**config.mk**
```make
export PLATFORM = sky130hd
export DESIGN_NAME = morse_symbol_blinker
export DESIGN_NICKNAME = d
export VERILOG_FILES = /design/src/rtl/msb_pkg.sv /design/src/rtl/msb_step.sv /design/src/rtl/morse_symbol_blinker.sv
export SDC_FILE = /design/constraint.sdc
export NUM_CORES = 1
export LEC_CHECK = 0
export BUFFER_PORTS_ARGS = -buffer_cell sky130_fd_sc_hd__buf_2
export CORE_MARGIN = 8
export CORE_UTILIZATION = 61
export DETAILED_ROUTE_END_ITERATION = 6
export PLACE_DENSITY = 0.77
export SETUP_SLACK_MARGIN = 0.5
export SKIP_LAST_GASP = 1
export SLEW_MARGIN = 20
export SYNTH_ARGS = -nofsm -noshare
export SYNTH_HDL_FRONTEND = slang
export SYNTH_SLANG_ARGS = --single-unit
export TNS_END_PERCENT = 100
```
**constraint.sdc**
```tcl
create_clock -name clk -period 4.5 [get_ports clk]
set_input_delay 0 -clock clk [delete_from_list [all_inputs] [get_ports clk]]
set_output_delay 0 -clock clk [all_outputs]
set_load 0.005 [all_outputs]
```
**src/rtl/msb_pkg.sv**
```systemverilog
`timescale 1ns / 1ps
// ----------------------------------------------------------------------------
// msb_pkg
// Shared types, constants and the character pattern table for the Morse
// symbol blinker.
// ----------------------------------------------------------------------------
package msb_pkg;

  localparam int unsigned UNIT_W  = 16;
  localparam int unsigned TICKS_W = 18;
  localparam int unsigned CODE_W  = 6;

  localparam logic [CODE_W-1:0] CODE_COUNT = 6'd36;

  // request kinds carried in tuser
  localparam logic REQ_LOAD = 1'b0;
  localparam logic REQ_TICK = 1'b1;

  typedef struct packed {
    logic [4:0]         pattern_bits;
    logic [2:0]         element_total;
    logic [2:0]         element_position;
    logic               in_gap;
    logic [TICKS_W-1:0] ticks_left;
    logic               sending;
  } keyer_state_t;

  // packed as in tdata: led_on in the lowest bit
  typedef struct packed {
    logic done_res;
    logic accepted;
    logic busy_res;
    logic led_on;
  } keyer_result_t;

  // {element count, dah mask}, bit i of the mask is element i
  function automatic logic [7:0] code_entry(input logic [CODE_W-1:0] code);
    logic [7:0] e;
    unique case (code)
      6'd0:  e = {3'd2, 5'd2};
      6'd1:  e = {3'd4, 5'd1};
      6'd2:  e = {3'd4, 5'd5};
      6'd3:  e = {3'd3, 5'd1};
      6'd4:  e = {3'd1, 5'd0};
      6'd5:  e = {3'd4, 5'd4};
      6'd6:  e = {3'd3, 5'd3};
      6'd7:  e = {3'd4, 5'd0};
      6'd8:  e = {3'd2, 5'd0};
      6'd9:  e = {3'd4, 5'd14};
      6'd10: e = {3'd3, 5'd5};
      6'd11: e = {3'd4, 5'd2};
      6'd12: e = {3'd2, 5'd3};
      6'd13: e = {3'd2, 5'd1};
      6'd14: e = {3'd3, 5'd7};
      6'd15: e = {3'd4, 5'd6};
      6'd16: e = {3'd4, 5'd11};
      6'd17: e = {3'd3, 5'd2};
      6'd18: e = {3'd3, 5'd0};
      6'd19: e = {3'd1, 5'd1};
      6'd20: e = {3'd3, 5'd4};
      6'd21: e = {3'd4, 5'd8};
      6'd22: e = {3'd3, 5'd6};
      6'd23: e = {3'd4, 5'd9};
      6'd24: e = {3'd4, 5'd13};
      6'd25: e = {3'd4, 5'd3};
      6'd26: e = {3'd5, 5'd31};
      6'd27: e = {3'd5, 5'd30};
      6'd28: e = {3'd5, 5'd28};
      6'd29: e = {3'd5, 5'd24};
      6'd30: e = {3'd5, 5'd16};
      6'd31: e = {3'd5, 5'd0};
      6'd32: e = {3'd5, 5'd1};
      6'd33: e = {3'd5, 5'd3};
      6'd34: e = {3'd5, 5'd7};
      6'd35: e = {3'd5, 5'd15};
      default: e = 8'd0;
    endcase
    return e;
  endfunction

endpackage

```
**src/rtl/msb_step.sv**
```systemverilog
`timescale 1ns / 1ps
// ----------------------------------------------------------------------------
// msb_step
// Next-state and result logic for one load or tick word of the keyer.
// ----------------------------------------------------------------------------
module msb_step (
  input  msb_pkg::keyer_state_t              state,
  input  logic [msb_pkg::UNIT_W-1:0]         unit_ticks,
  input  logic                               req_type,
  input  logic [msb_pkg::CODE_W-1:0]         char_code,
  output msb_pkg::keyer_state_t              state_next,
  output msb_pkg::keyer_result_t             result
);

  logic [msb_pkg::TICKS_W-1:0] unit_len;
  logic [msb_pkg::TICKS_W-1:0] dah_len;
  logic [7:0]                  entry;
  logic [7:0]                  load_pattern;
  logic [7:0]                  cur_pattern;
  logic [2:0]                  pos_inc;
  logic [2:0]                  last_pos;
  logic [msb_pkg::TICKS_W-1:0] ticks_dec;

  always_comb begin
    unit_len = (unit_ticks == '0) ? msb_pkg::TICKS_W'(1)
                                  : msb_pkg::TICKS_W'(unit_ticks);
    dah_len  = unit_len + {unit_len[msb_pkg::TICKS_W-2:0], 1'b0};
  end

  always_comb begin
    entry        = msb_pkg::code_entry(char_code);
    load_pattern = {3'b000, entry[4:0]};
    cur_pattern  = {3'b000, state.pattern_bits};
    pos_inc      = state.element_position + 3'd1;
    last_pos     = state.element_total - 3'd1;
    ticks_dec    = (state.ticks_left != '0) ? state.ticks_left - msb_pkg::TICKS_W'(1)
                                            : state.ticks_left;
  end

  always_comb begin
    state_next = state;
    result     = '0;
    if (req_type == msb_pkg::REQ_LOAD) begin
      if (!state.sending && char_code < msb_pkg::CODE_COUNT) begin
        state_next.pattern_bits     = entry[4:0];
        state_next.element_total    = entry[7:5];
        state_next.element_position = 3'd0;
        state_next.in_gap           = 1'b0;
        state_next.ticks_left       = load_pattern[0] ? dah_len : unit_len;
        state_next.sending          = 1'b1;
        result.accepted             = 1'b1;
      end
    end else if (state.sending) begin
      result.led_on         = !state.in_gap;
      state_next.ticks_left = ticks_dec;
      if (ticks_dec == '0) begin
        priority if (state.in_gap) begin
          state_next.in_gap           = 1'b0;
          state_next.element_position = pos_inc;
          state_next.ticks_left       = cur_pattern[pos_inc] ? dah_len : unit_len;
        end else if (state.element_position >= last_pos
                     || state.element_total == 3'd0) begin
          state_next.sending = 1'b0;
          result.done_res    = 1'b1;
        end else begin
          state_next.in_gap     = 1'b1;
          state_next.ticks_left = unit_len;
        end
      end
    end
    result.busy_res = state_next.sending;
  end

endmodule

```
**src/rtl/morse_symbol_blinker.sv**
```systemverilog
`timescale 1ns / 1ps
// ----------------------------------------------------------------------------
// morse_symbol_blinker
// Keys letters and digits as Morse patterns onto an LED level, one tick word
// at a time.
// ----------------------------------------------------------------------------
// Each input word is a load (tuser 0, tdata holds the character code, A-Z as
// 0-25 and 0-9 as 26-35) or a tick (tuser 1). Every word yields exactly one
// result word in the cycle after it is taken; a word can be taken every cycle as
// long as the result register is free or being drained in the same cycle.
// A dit is lit for unit_ticks ticks, a dah for three times that, with a dark
// unit between elements; a unit of zero counts as one. Each mark or gap
// samples unit_ticks when it starts.
module morse_symbol_blinker (
  input  logic        clk,
  input  logic        rst,
  input  logic        cfg_we,
  input  logic [15:0] cfg_wdata,     // unit_ticks
  input  logic        s_tvalid,
  output logic        s_tready,
  input  logic [7:0]  s_tdata,       // [5:0] char_code, [7:6] zero
  input  logic        s_tuser,       // [0] req_type
  output logic        m_tvalid,
  input  logic        m_tready,
  output logic [7:0]  m_tdata        // [0] led_on, [1] busy_res, [2] accepted,
                                     // [3] done_res, [7:4] zero
);

  logic [msb_pkg::UNIT_W-1:0] unit_ticks;
  msb_pkg::keyer_state_t      state;
  msb_pkg::keyer_state_t      state_next;
  msb_pkg::keyer_result_t     step_res;
  msb_pkg::keyer_result_t     out_res;
  logic                       s_fire;

  assign s_tready = !m_tvalid || m_tready;
  assign s_fire   = s_tvalid && s_tready;

  msb_step u_step (
    .state      (state),
    .unit_ticks (unit_ticks),
    .req_type   (s_tuser),
    .char_code  (s_tdata[msb_pkg::CODE_W-1:0]),
    .state_next (state_next),
    .result     (step_res)
  );

  always_ff @(posedge clk) begin
    if (rst) begin
      unit_ticks <= msb_pkg::UNIT_W'(1);
    end else if (cfg_we) begin
      unit_ticks <= cfg_wdata;
    end
  end

  always_ff @(posedge clk) begin
    if (rst) begin
      state    <= '0;
      m_tvalid <= 1'b0;
    end else begin
      if (s_fire) begin
        state    <= state_next;
        m_tvalid <= 1'b1;
      end else if (m_tready) begin
        m_tvalid <= 1'b0;
      end
    end
  end

  always_ff @(posedge clk) begin
    if (s_fire) begin
      out_res <= step_res;
    end
  end

  assign m_tdata = {4'b0000, out_res};

`ifndef SYNTHESIS
  // an accepted load starts keying
  a_load_starts: assert property (@(posedge clk) disable iff (rst)
    (s_fire && step_res.accepted) |=> state.sending)
    else $error("accepted load did not start keying");

  // the final mark returns the keyer to idle
  a_done_idles: assert property (@(posedge clk) disable iff (rst)
    (s_fire && step_res.done_res) |=> !state.sending)
    else $error("keyer still busy after done");

  // element index stays within the character
  a_pos_range: assert property (@(posedge clk) disable iff (rst)
    state.sending |-> (state.element_position < state.element_total))
    else $error("element index past end of character");

  // a running mark or gap always has ticks left
  a_ticks_live: assert property (@(posedge clk) disable iff (rst)
    state.sending |-> (state.ticks_left != '0))
    else $error("keying with an empty tick count");
`endif

endmodule
```
# [After elaboration in Yosys (flattened, before gate mapping)]
# Memories as Yosys holds them, arrays and structs flattened.
# Index checks and enable logic that the tools add are counted.
[op_classes] add_sub_neg=4 multipliers=0 eq_ne=3 n_div=0 n_bitwise=3 n_lt_le_gt_ge=3 n_shift=0 muxes=19 n_reduce_logical=19
[op_table] cell="$mux 23" n=4
[op_table] cell="$mux 18" n=3
[op_table] cell="$mux 19" n=2
[op_table] cell="$add 18x18->18" n=1
[op_table] cell="$logic_not 18->1" n=1
[op_table] cell="$reduce_bool 18->1" n=1
[op_table] cell="$sub 18x1->18 const B" n=1
[op_table] cell="$logic_not 16->1" n=1
[op_table] cell="$mux 16" n=1
[op_table] cell="$mux 1" n=7
[op_table] cell="$lt 6x6->1 const B" n=1
[op_table] cell="$ne 2x1->1 const B" n=3
[op_table] cell="$reduce_and 3->1" n=2
[op_table] cell="$reduce_and 5->1" n=1
[op_table] cell="$lt 3x4->1 const B" n=1
[op_table] cell="$reduce_and 4->1" n=1
[op_table] cell="$reduce_bool 2->1" n=2
[op_table] cell="$reduce_or 4->1" n=1
[op_table] cell="$add 3x1->3 const B" n=1
[op_table] cell="$bmux 1 s3" n=1
[op_table] cell="$ge 3x3->1" n=1
[op_table] cell="$logic_not 1->1" n=3
[op_table] cell="$logic_not 3->1" n=1
[op_table] cell="$mux 3" n=1
[op_table] cell="other kinds (5)" n=9
[totals] mem_bits_ro=512 ff_bits=52 word_cells=64 latch_bits=0 in_bits=30 ramBits=0 out_inout_bits=10 mem_count=1
[mem_list] memory="(no name shown)" words=64 width=8 rd=1 rd_clocked_by_memory_dff=0 wr=0 line="msb_pkg.sv:39" rtl="unique case (code)"

# [Logic depth before layout (Yosys ltp)]
# Gate-level depths: netlist (run 1).
[logic_depth] ltp_word=8 ltp_mapped=16 ltp_nobuf=15

# [Modules after synthesis]
# Synthesis (run 1) repeated with hierarchy kept, for this count alone.
[unflattened] hier_cells=743 hier_area_um2=5621.6
[modules_own_cells] module="msb_step" area_each_um2=3448.3 cells_each=536 n_inst=1 seq_area_each_um2=0.0
[modules_own_cells] module="morse_symbol_blinker" area_each_um2=2173.3 cells_each=207 n_inst=1 seq_area_each_um2=1081.0

# [Worst setup path after synthesis (run 1)]
# Ideal clock, no wire load.
[synth_timing] path_type="register -> register" startpoint="register unit_ticks[14] in the netlist's numbering" endpoint="register state[14] (netlist name)" t_arrival_ns=3.252 n_path_buf=1 stages_incl_launch_ff=17 setup_time_ns=0.079 period_less_slack_ns=3.331 setup_slack_ns=1.169 required_ns=4.421 path_cell_list="dfxtp_1 -> inv_1 -> ha_1 -> nand4_1 -> or4_1 -> clkbuf_1 -> nand2_1 -> inv_1 -> ha_1 -> a21o_1 -> a21o_1 -> a21oi_1 -> a21boi_0 -> xnor2_1 -> nor2_1 -> o311a_1 -> a211oi_2"
[synth_between] elab_chain_len=8 word_cells_on_any_way=11 classes_between="1 x add/sub; 9 x mux; 1 x reduce/logical"
[synth_lines] element="start: declaration" line="morse_symbol_blinker.sv:29" rtl="logic [msb_pkg::UNIT_W-1:0] unit_ticks;"
[synth_lines] element="start signal: assignment" line="morse_symbol_blinker.sv:50" rtl="unit_ticks <= msb_pkg::UNIT_W'(1);"
[synth_lines] element="start signal: assignment" line="morse_symbol_blinker.sv:52" rtl="unit_ticks <= cfg_wdata;"
[synth_lines] element="$logic_not 16->1 (*)" line="msb_step.sv:25" rtl="unit_len = (unit_ticks == '0) ? msb_pkg::TICKS_W'(1)"
[synth_lines] element="$mux 16 (*)" line="msb_step.sv:25"
[synth_lines] element="$add 18x18->18" line="msb_step.sv:27" rtl="dah_len = unit_len + {unit_len[msb_pkg::TICKS_W-2:0], 1'b0};"
[synth_lines] element="$mux 18" line="msb_step.sv:60" rtl="state_next.ticks_left = cur_pattern[pos_inc] ? dah_len : unit_len;"
[synth_lines] element="$mux 19" line="msb_step.sv:57" rtl="priority if (state.in_gap) begin"
[synth_lines] element="$mux 23" line="msb_step.sv:56" rtl="if (ticks_dec == '0) begin"
[synth_lines] element="$mux 23" line="msb_step.sv:53" rtl="end else if (state.sending) begin"
[synth_lines] element="$mux 23 (*)" line="msb_step.sv:43" rtl="if (req_type == msb_pkg::REQ_LOAD) begin"
# Every way passes the cells marked *; elsewhere a longest branch is shown, timed or not. The select of a mux whose other input is x is not followed.
# A chain may end at the register's enable or synchronous reset.

# [Worst setup path after layout (run 1)]
[layout_timing] startpoint="register state[1] (netlist name)" endpoint="register state[19] (netlist name)"
[layout_between] elab_chain_len=5 word_cells_on_any_way=6 classes_between="1 x add/sub; 1 x eq/ne; 1 x mux; 3 x reduce/logical"
[layout_lines] element="$sub 18x1->18 or $reduce_bool 18->1 (tied branches)" line="msb_step.sv:36" rtl="ticks_dec = (state.ticks_left != '0) ? state.ticks_left - msb_pkg::TICKS_W'(1)"
[layout_lines] element="$mux 18 (*)" line="msb_step.sv:36"
[layout_lines] element="$logic_not 18->1 (*)" line="msb_step.sv:56"
[layout_lines] element="$ne 2x1->1 (no line) (*)"
[layout_lines] element="$reduce_and 4->1 (no line) (*)"
# Every way passes the cells marked *; elsewhere a longest branch is shown, timed or not.

==> results.ini, run 1 <==
[floorplan]
start_util_pct=61.5
fp.dieW_um=106
dieArea_um2=11300
num_io_pins=40
core_um2=8050
die_y_um=106
row_count=33

[setup_path]
reg2reg_slack_ps=900
cp.required_ps=4750
crit_fanout=10
worst_ep_arrival_time_ps=3850
worstSetupEndpointType=flop
r2r_end=state[19]
r2r_cells=10
path_class=flop to flop
r2r_start=state[1]
cp-start-kind=flop

[routing]
wl_um=13600
avgRoutedWirePerCell_um=16.8
first_pass_iters=5
vias=5083
viasPerCell=6.28
drcViolationCount=0
antenna_left=0
drt_iter0_drc=372

[cts]
clk_pin_slew_ps=100
clk_path_buf_depth=2
cts_tree=done
insertion_delay_ps=320
cts_made_buffers=5
cts_setup_buffers=0
cts_num_sinks=52
h-tree-depth=2
cts-root-buf=clkbuf_8

[logic_synthesis]
avgSynthCellArea_um2=7.27
synth-seq-cells=52
yosys_warnings=0
synthFlopType=dfxtp_1
synth_edf_count=4
seq_area_frac_synth_pct=21.8
async_flop_share_pct=0
synth_cell_types=74
synth.cell_area_um2=4950
synthCells=681

[timing]
slew_violations=0
setup_viol=0
slew_headroom_pct=44.5
fin_crit_sh_pct=80.0
fmax_ghz=0.278
worst_slew_pin_slew_ps=829
skew_ps=11.0
hold_viol=0
fin_setup_tns_ps=0
period_needed_ps=3600
rsz0062_at_grt=no

[hold_path]
hold_class=input pin to flop
hp-start=s_tuser
hold_depth=4
holdPathEnd=m_tdata[1]

[final_layout]
final_nets=769
fillers=698
area_growth_pct=9.15
most-common-layout-cells=81 x nor2_1, 55 x a21oi_1, 53 x o21ai_0
num_antenna_cells=0
mostFrequentLayoutCell=nor2_1
post-route-cell-area_um2=5410
drive_gt1_share_pct=9.50

[run]
maxCapViolCount=0

[global_routing]
antenna_found_initial=0
grt_max_degree=36
grt_pass1_vias=4665
overflow=0
grt_usage_pct=24.0
grt_pass1_wl_um=22800

[placed_design]
dpl_cell_area_um2=5110
portBuffers=33
hpwl_um=10200
place_congestion=0.943

[pwr]
power_density_nw_per_um2=255
p_total_uw=1380
irDropWorstVdd_mv=0.138
leakage_uw=0.00227

[run_status]
status=finished, final reports clean

layer usage:
metal,global-route usage (%),wire [um],share of wire [%]
met1,34.1,6520,48
met2,36.1,5840,43
met3,3.27,919,6.7
met4,8.34,344,2.5
met5,0,0,0
final cells by class:
type	count	area, um^2	share of cell area [%]
clock buffers	5	68.8	1.27
clock inverters	3	42.5	0.787
inverters	48	180	3.33
multi-input cells	542	3530	65.2
flip-flops and latches	52	1080	20.0
well taps	105	131	2.43
repair buffers	55	375	6.94
report_power, final:
group,internal [uW],switching (uW),total [uW],leakage (uW)
combinational,209,314,523,0.00178
clock,165,166,331,0.0000541
sequential,491,32.6,523,0.000433
through the flow:
| stage | utilization (%) | setup WS [ps] | instances | hold WS [ps] |
|---|---|---|---|---|
| floorplan | - | 1170 | 684 | 125 |
| global placement | 63.5 | 845 | 784 | 216 |
| detailed placement | 63.5 | 775 | 784 | 232 |
| CTS | 67.1 | 727 | 810 | 119 |
| global route | 67.1 | 545 | 810 | 127 |
| finish | 67.1 | 899 | 810 | 135 |
worst max path at each step:
stage,depth (start not counted),start,endpoint
2_1_floorplan,16,unit_ticks[14],state[14]
3_3_place_gp,15,unit_ticks[15],state[14]
3_5_place_dp,15,unit_ticks[14],state[12]
4_1_cts,15,unit_ticks[15],state[12]
5_1_grt,15,unit_ticks[15],state[12]
6_report,10,state[1],state[19]
worst max-delay path, stage by stage (launching register included):
cell and delay (ps):
dfxtp_1 390, inv_1 100, ha_1 270, nor4b_4 180, and2_1 230, a2111oi_0 690
o221ai_1 240, nor4_1 400, nand2_1 350, or4_1 560, a21oi_1 140
kinds of logic after synthesis:
kind of cell | count (synthesis) | synth area share, %
buf+inv | 90 | 7.40
fa+ha+maj | 35 | 8.99
mux | 27 | 5.76
flops | 52 | 21.8
compound gates | 209 | 27.0
xor+xnor | 22 | 3.89
other cells | 1 | 0.0757
simple gates | 245 | 25.0
what timing repair did:
item	CTS	global route
setup endpoints to repair	0	6
endpoints found under the hold margin	17	0
hold buffers	18	0
resized for setup	0	1
registers in the layout (all words and copies together), names as in the netlist:
register,count
state,31
unit_ticks,16
m_tdata,4
m_tvalid,1
synthesized netlist by cell type (all sizes together), types with 6 or more instances:
master | number | area (um^2)
nand2b | 8 | 57.6
buf | 11 | 70.1
a211oi | 9 | 77.6
nand3 | 13 | 65.1
nor2b | 9 | 56.3
a221oi | 6 | 52.6
o21ai | 55 | 275
xnor2 | 13 | 114
clkbuf | 31 | 116
or3 | 8 | 55.1
a21o | 7 | 52.6
nor4 | 10 | 77.6
nand2 | 52 | 195
or4 | 6 | 52.6
nor3 | 22 | 110
a22oi | 6 | 45.0
o211ai | 11 | 82.6
ha | 34 | 425
a31oi | 13 | 81.3
mux2i | 24 | 240
o221ai | 9 | 78.8
nor2 | 82 | 310
dfxtp | 48 | 961
and2 | 9 | 56.3
inv | 47 | 176
nand4 | 7 | 43.8
a21oi | 55 | 275
xor2 | 9 | 78.8
(Power assumes the default switching activity.)
==> inputs of run 2 (changes only) <==
ABC_AREA = 1   (was default)
clock period = 3.5 ns   (was 4.5 ns; I/O delays follow)
==> run 2 against run 1 <==
  * Non-clock buffer count rose by 8
  * Worst hold slack got worse by 120 ps
  * Via count up 17%
  * Clock power up 13%
  * Final cell count grew 27%
  * Total power is 46% higher
  * Clock skew grew 7.9 ps
  * Worst setup slack worse by 240 ps
==> results.ini, run 2 <==
[cts]
insertion_delay_ps=330
cts_num_sinks=52
clk_pin_slew_ps=100
cts_made_buffers=5
h-tree-depth=2
cts_tree=done
clk_path_buf_depth=2
cts-root-buf=clkbuf_8

[floorplan]
num_io_pins=40
row_count=33
core_um2=8260
fp.dieW_um=108
dieArea_um2=11700
start_util_pct=63.0
die_y_um=108

[setup_path]
path_common_cell=nand2_1
cp_slowest_stage_delay_ps=350
r2r_end=state[13]
r2r_start=unit_ticks[15]
worstSetupEndpointType=flop
worst_ep_arrival_time_ps=3090
reg2reg_slack_ps=660
cp.required_ps=3740
cp-start-kind=flop
path_class=flop to flop
crit_fanout=8
path_delay_family=simple AND/OR/NAND/NOR gates
worst_path_max_delay_cell=dfxtp_2
crit_chain=inv_1 > ha_1 > nand3_1 > nor2_2 > nand3_4 > buf_6 > nand2_2 > inv_1 > ha_4 > nand2_1 > nor2_4 > nand4_1 > nand4_1 > nand2_1 > o21ai_0 > o21ai_0 > nand2_1 > nand2_1 > a21oi_1
r2r_cells=19
critPathBufInv=3

[placed_design]
place_congestion=0.962
portBuffers=33
hpwl_um=11600
dpl_cell_area_um2=5360
dpl.cell_count=991

[logic_synthesis]
yosys_warnings=0
yosys.area.top_type_share_pct=18.5
seq_area_frac_synth_pct=20.8
synth.cell_area_um2=5200
async_flop_share_pct=0
synth_top_area_cell=dfxtp_1
synth_edf_count=4
synthFlopType=dfxtp_1
synth_cell_types=37
yosysMostFrequentCell=nand2_1
netlist_top_cells_area=dfxtp_1 18%, nand2_1 17%, o21ai_0 10%
synthCells=883
synth.top_cells.by_count=242 x nand2_1, 113 x inv_1, 106 x o21ai_0
synth-seq-cells=52
avgSynthCellArea_um2=5.89

[routing]
antenna_left=0
avgRoutedWirePerCell_um=15.0
viasPerCell=5.78
drcViolationCount=0
first_pass_iters=5
drt_iter0_drc=436
vias=5927
wl_um=15400

[final_layout]
mostFrequentLayoutCell=nand2_1
drive_gt1_share_pct=12.1
area_growth_pct=13.9
num_antenna_cells=0
largest_register=state
largest_reg_flops=31
final_nets=984
stdcell_count=1025
post-route-cell-area_um2=5930
most-common-layout-cells=232 x nand2_1, 109 x inv_1, 99 x o21ai_0

[timing]
skew_ps=18.9
fmax_ghz=0.352
period_needed_ps=2840
worst_slew_pin_slew_ps=1050
hold-worst-slack_ps=15.7
fin_setup_tns_ps=0
setup_viol=0
slew_violations=0
fin_crit_sh_pct=81.3
hold_viol=0
rsz0062_at_grt=yes
slew_headroom_pct=30.2

[global_routing]
grt_usage_pct=25.9
grt_max_degree=41
antenna_found_initial=0
overflow=0
grt_pass1_vias=5329
grt_pass1_wl_um=25100

[hold_path]
holdPathEnd=unit_ticks[1]
hp-start=cfg_wdata[1]
hold_class=input pin to flop
hold_depth=3

[pwr]
irDropWorstVdd_mv=0.200
power_density_nw_per_um2=339
leakage_uw=0.00288

[run]
maxCapViolCount=0

[run_status]
status=finished, final reports clean

-- run 2: cell count changes after synthesis, sizes merged, moves of 21 or more --
| cell | change |
|---|---|
| o21ai | +51 |
| nor3 | -21 |
| mux2i | -24 |
| inv | +66 |
| nand2 | +192 |
| a21oi | +46 |
| nand3 | +40 |
-- run 2: power breakdown --
part           total (uW)  switching, uW  internal [uW]
registers             683           43.4            640
logic                 955            637            318
clock network         375            228            146
total                2010            909           1100
-- run 2: final cells by class --
cell class	instances	area (um^2)
flip-flops and latches	52	1080
clock buffers	5	68.8
repair buffers	63	467
clock inverters	3	25.0
inverters	113	428
fillers	741	2330
well taps	105	131
multi-input cells	684	3720
-- run 2: kinds of logic (layout without fill, tap and decap cells) --
| family | Yosys count | count (layout) | share of synthesized area, % |
|---|---|---|---|
| simple gates | 400 | 400 | 33.3 |
| compound gates | 234 | 234 | 23.8 |
| buf+inv | 150 | 184 | 11.6 |
| flops | 52 | 52 | 20.8 |
| fa+ha+maj | 35 | 35 | 8.56 |
| xor+xnor | 11 | 11 | 1.85 |
| other cells | 1 | 4 | 0.0721 |
-- run 2: worst register-to-register path: cells and delay by family, from the launching register on --
family                   cells  cell delay, ps
buffers and inverters        3             340
adder cells (fa/ha/maj)      2             460
AND/OR/NAND/NOR             11            1240
flip-flops                   1             350
AO/OA/AOI/OAI                3             400
-- run 2: how the worst max path moves through the flow --
stage | from | end | slack [ps] | depth (start not counted)
floorplan | unit_ticks[14] | state[18] | 850 | 19
global placement | unit_ticks[14] | state[18] | 370 | 19
detailed placement | unit_ticks[14] | state[18] | 290 | 19
CTS | unit_ticks[14] | state[18] | 480 | 19
global route | unit_ticks[14] | state[14] | 460 | 19
finish | unit_ticks[15] | state[13] | 660 | 19
-- run 2: metrics by stage --
stage          setup WS, ps  power, uW  util [%]
4_1_cts                 477       1950      69.0
6_report                655       2010      71.8
3_3_place_gp            369       1530      64.9
3_5_place_dp            292       1560      64.9
5_1_grt                 457       2170      71.8
2_1_floorplan           848       1360         -
-- run 2: routing by layer --
layer  routed length, um  share of wire (%)  track usage [%]
met1                6630                 43             34.4
met2                6980                 45             41.4
met3                1450                9.4             5.12
met4                 342                2.2             8.11
met5                   0                  0                0
-- run 2: timing repair --
| item | in CTS | in global routing |
|---|---|---|
| resized for setup | 9 | 45 |
| pin swaps | 2 | 11 |
| endpoints found under the hold margin | 20 | 0 |
| setup endpoints to repair | 12 | 22 |
| setup buffers | 2 | 5 |
| hold buffers | 19 | 0 |
==> inputs of run 3 (changes only) <==
ABC_AREA = 0   (was 1)
CORE_UTILIZATION = 56   (was 61)
PLACE_DENSITY = 0.74   (was 0.77)
clock period = 2.6 ns   (was 3.5 ns; I/O delays follow)
==> run 3 against run 2 <==
  * The run now ends with negative setup slack left
  * Clock power increased by 61%
  * Core utilization increased by 13 points
  * Critical path depth decreased by 2
  * Largest cell class unchanged
  * Largest power group unchanged
==> results.ini, run 3 (synthesized netlist as in run 1, its figures left out) <==
[timing]
setup_viol=25
fmax_ghz=0.294
rsz0062_at_grt=yes
slew_headroom_pct=57.7
hold-worst-slack_ps=1.47
fin_setup_tns_ps=-11040
fin_crit_sh_pct=131
hold_viol=0
worst_slew_pin_slew_ps=635
skew_ps=5.22
period_needed_ps=3400
layout_setup_ws_ps=-802
slew_violations=0

[global_routing]
overflow=0
grt_usage_pct=30.1
antenna_found_initial=0
grt_max_degree=35
grt_pass1_wl_um=29200
grt_pass1_vias=5978

[floorplan]
fp.dieW_um=110
row_count=34
start_util_pct=57.3
core_um2=8640
die_y_um=110
dieArea_um2=12100
num_io_pins=40

[routing]
drcViolationCount=0
vias=6257
first_pass_iters=5
drt_iter0_drc=566
antenna_left=0
viasPerCell=6.45
avgRoutedWirePerCell_um=20.2
wl_um=19600

[cts]
clk_pin_slew_ps=110
cts-root-buf=clkbuf_8
cts_tree=done
h-tree-depth=2
clk_path_buf_depth=2
cts_made_buffers=5
insertion_delay_ps=320
cts_num_sinks=52

[pwr]
power_density_nw_per_um2=423
irDropWorstVdd_mv=0.281
p_total_uw=3100
leakage_uw=0.00318

[setup_path]
r2r_cells=17
worstSetupEndpointType=flop
path_class=flop to flop
cp-start-kind=flop
crit_fanout=7
r2r_start=unit_ticks[6]
reg2reg_slack_ps=-800
cp_slowest_stage_delay_ps=550
critPathBufInv=4
cp.required_ps=2850
worst_path_max_delay_cell=or4_4
crit_chain=inv_2 > ha_4 > nand3_2 > or4_4 > buf_8 > nand2_4 > inv_2 > ha_4 > o21a_1 > o21ai_2 > a31oi_4 > a221oi_2 > buf_4 > o21a_1 > nor3_2 > o21ai_1 > a21oi_1
r2r_end=state[16]
worst_ep_arrival_time_ps=3660
path_delay_family=compound AO/OA/AOI/OAI gates

[run_status]
violations=negative setup slack
status=finished with violations

[final_layout]
most-common-layout-cells=150 x buf_4, 77 x nor2_1, 48 x a21oi_1
largest_reg_flops=31
largest_register=state
utilization_pct=84.9
drive_gt1_share_pct=39.7
final_nets=926
mostFrequentLayoutCell=buf_4
area_growth_pct=48.0
num_antenna_cells=0

[hold_path]
hold_class=input pin to flop
holdPathEnd=m_tvalid
hp-start=m_tready
hold_depth=3

[run]
maxCapViolCount=0

[placed_design]
place_congestion=0.963
hpwl_um=12600
portBuffers=33

[run 3: cell types whose count changed in the layout (fill, tap and decap cells not counted), sizes merged, moves of 10 or more]
cell,before,now
nor3,1,22
inv,114,47
mux2i,0,24
buf,44,194
xnor2,3,13
nand2,244,52
o21ai,106,55
nor4,0,10
nand3,53,13
a31oi,3,13
a21oi,101,55
[run 3: through the flow]
stage          setup WS [ps]  std cells  instance area, um^2
2_1_floorplan           -384        684                 5250
3_3_place_gp            -639        920                 6390
3_5_place_dp            -747        920                 6390
4_1_cts                 -611        960                 7100
5_1_grt                 -876        970                 7330
6_report                -802        970                 7330
[run 3: routing by layer]
metal	vias up	part of all wire (%)	track usage, %
li1	2814	-	-
met1	2904	39	35.6
met2	413	47	51.5
met3	126	7.9	5.17
met4	0	5.8	14.8
met5	-	0	0
[run 3: cell type report]
type	count	area, um^2
clock buffer	5	68.8
clock inverter	3	42.5
fill	462	1310
inverter	48	183
multi-input combinational	542	4170
sequential	52	1100
tap	108	135
timing repair buffer	212	1630
[run 3: worst max-delay path by stage]
stage | start | end | slack [ps] | cells past startpoint
2_1_floorplan | unit_ticks[2] | state[14] | -380 | 16
3_3_place_gp | unit_ticks[14] | state[16] | -640 | 17
3_5_place_dp | unit_ticks[14] | state[16] | -750 | 17
4_1_cts | unit_ticks[14] | state[14] | -610 | 16
5_1_grt | unit_ticks[8] | state[16] | -880 | 17
6_report | unit_ticks[6] | state[16] | -800 | 17
[run 3: tightest hold or removal path: cells and delay by family]
kind | cells | cell delay (ps)
AOI/OAI and AO/OA | 1 | 80
buffers and inverters | 1 | 70
and+or+nand+nor | 1 | 130
[run 3: what timing repair did]
action / 4_1_cts / 5_1_grt
hold endpoints to repair: 17 / 0
pin swaps: 37 / 29
buffers inserted: 14 / 10
hold buffers: 17 / 0
cloned: 1 / 0
resized for setup: 60 / 36
setup endpoints to repair: 25 / 25
[run 3: where the power goes]
part           switching (uW)  internal [uW]
sequential               35.7            852
combinational             835            775
clock                     315            286
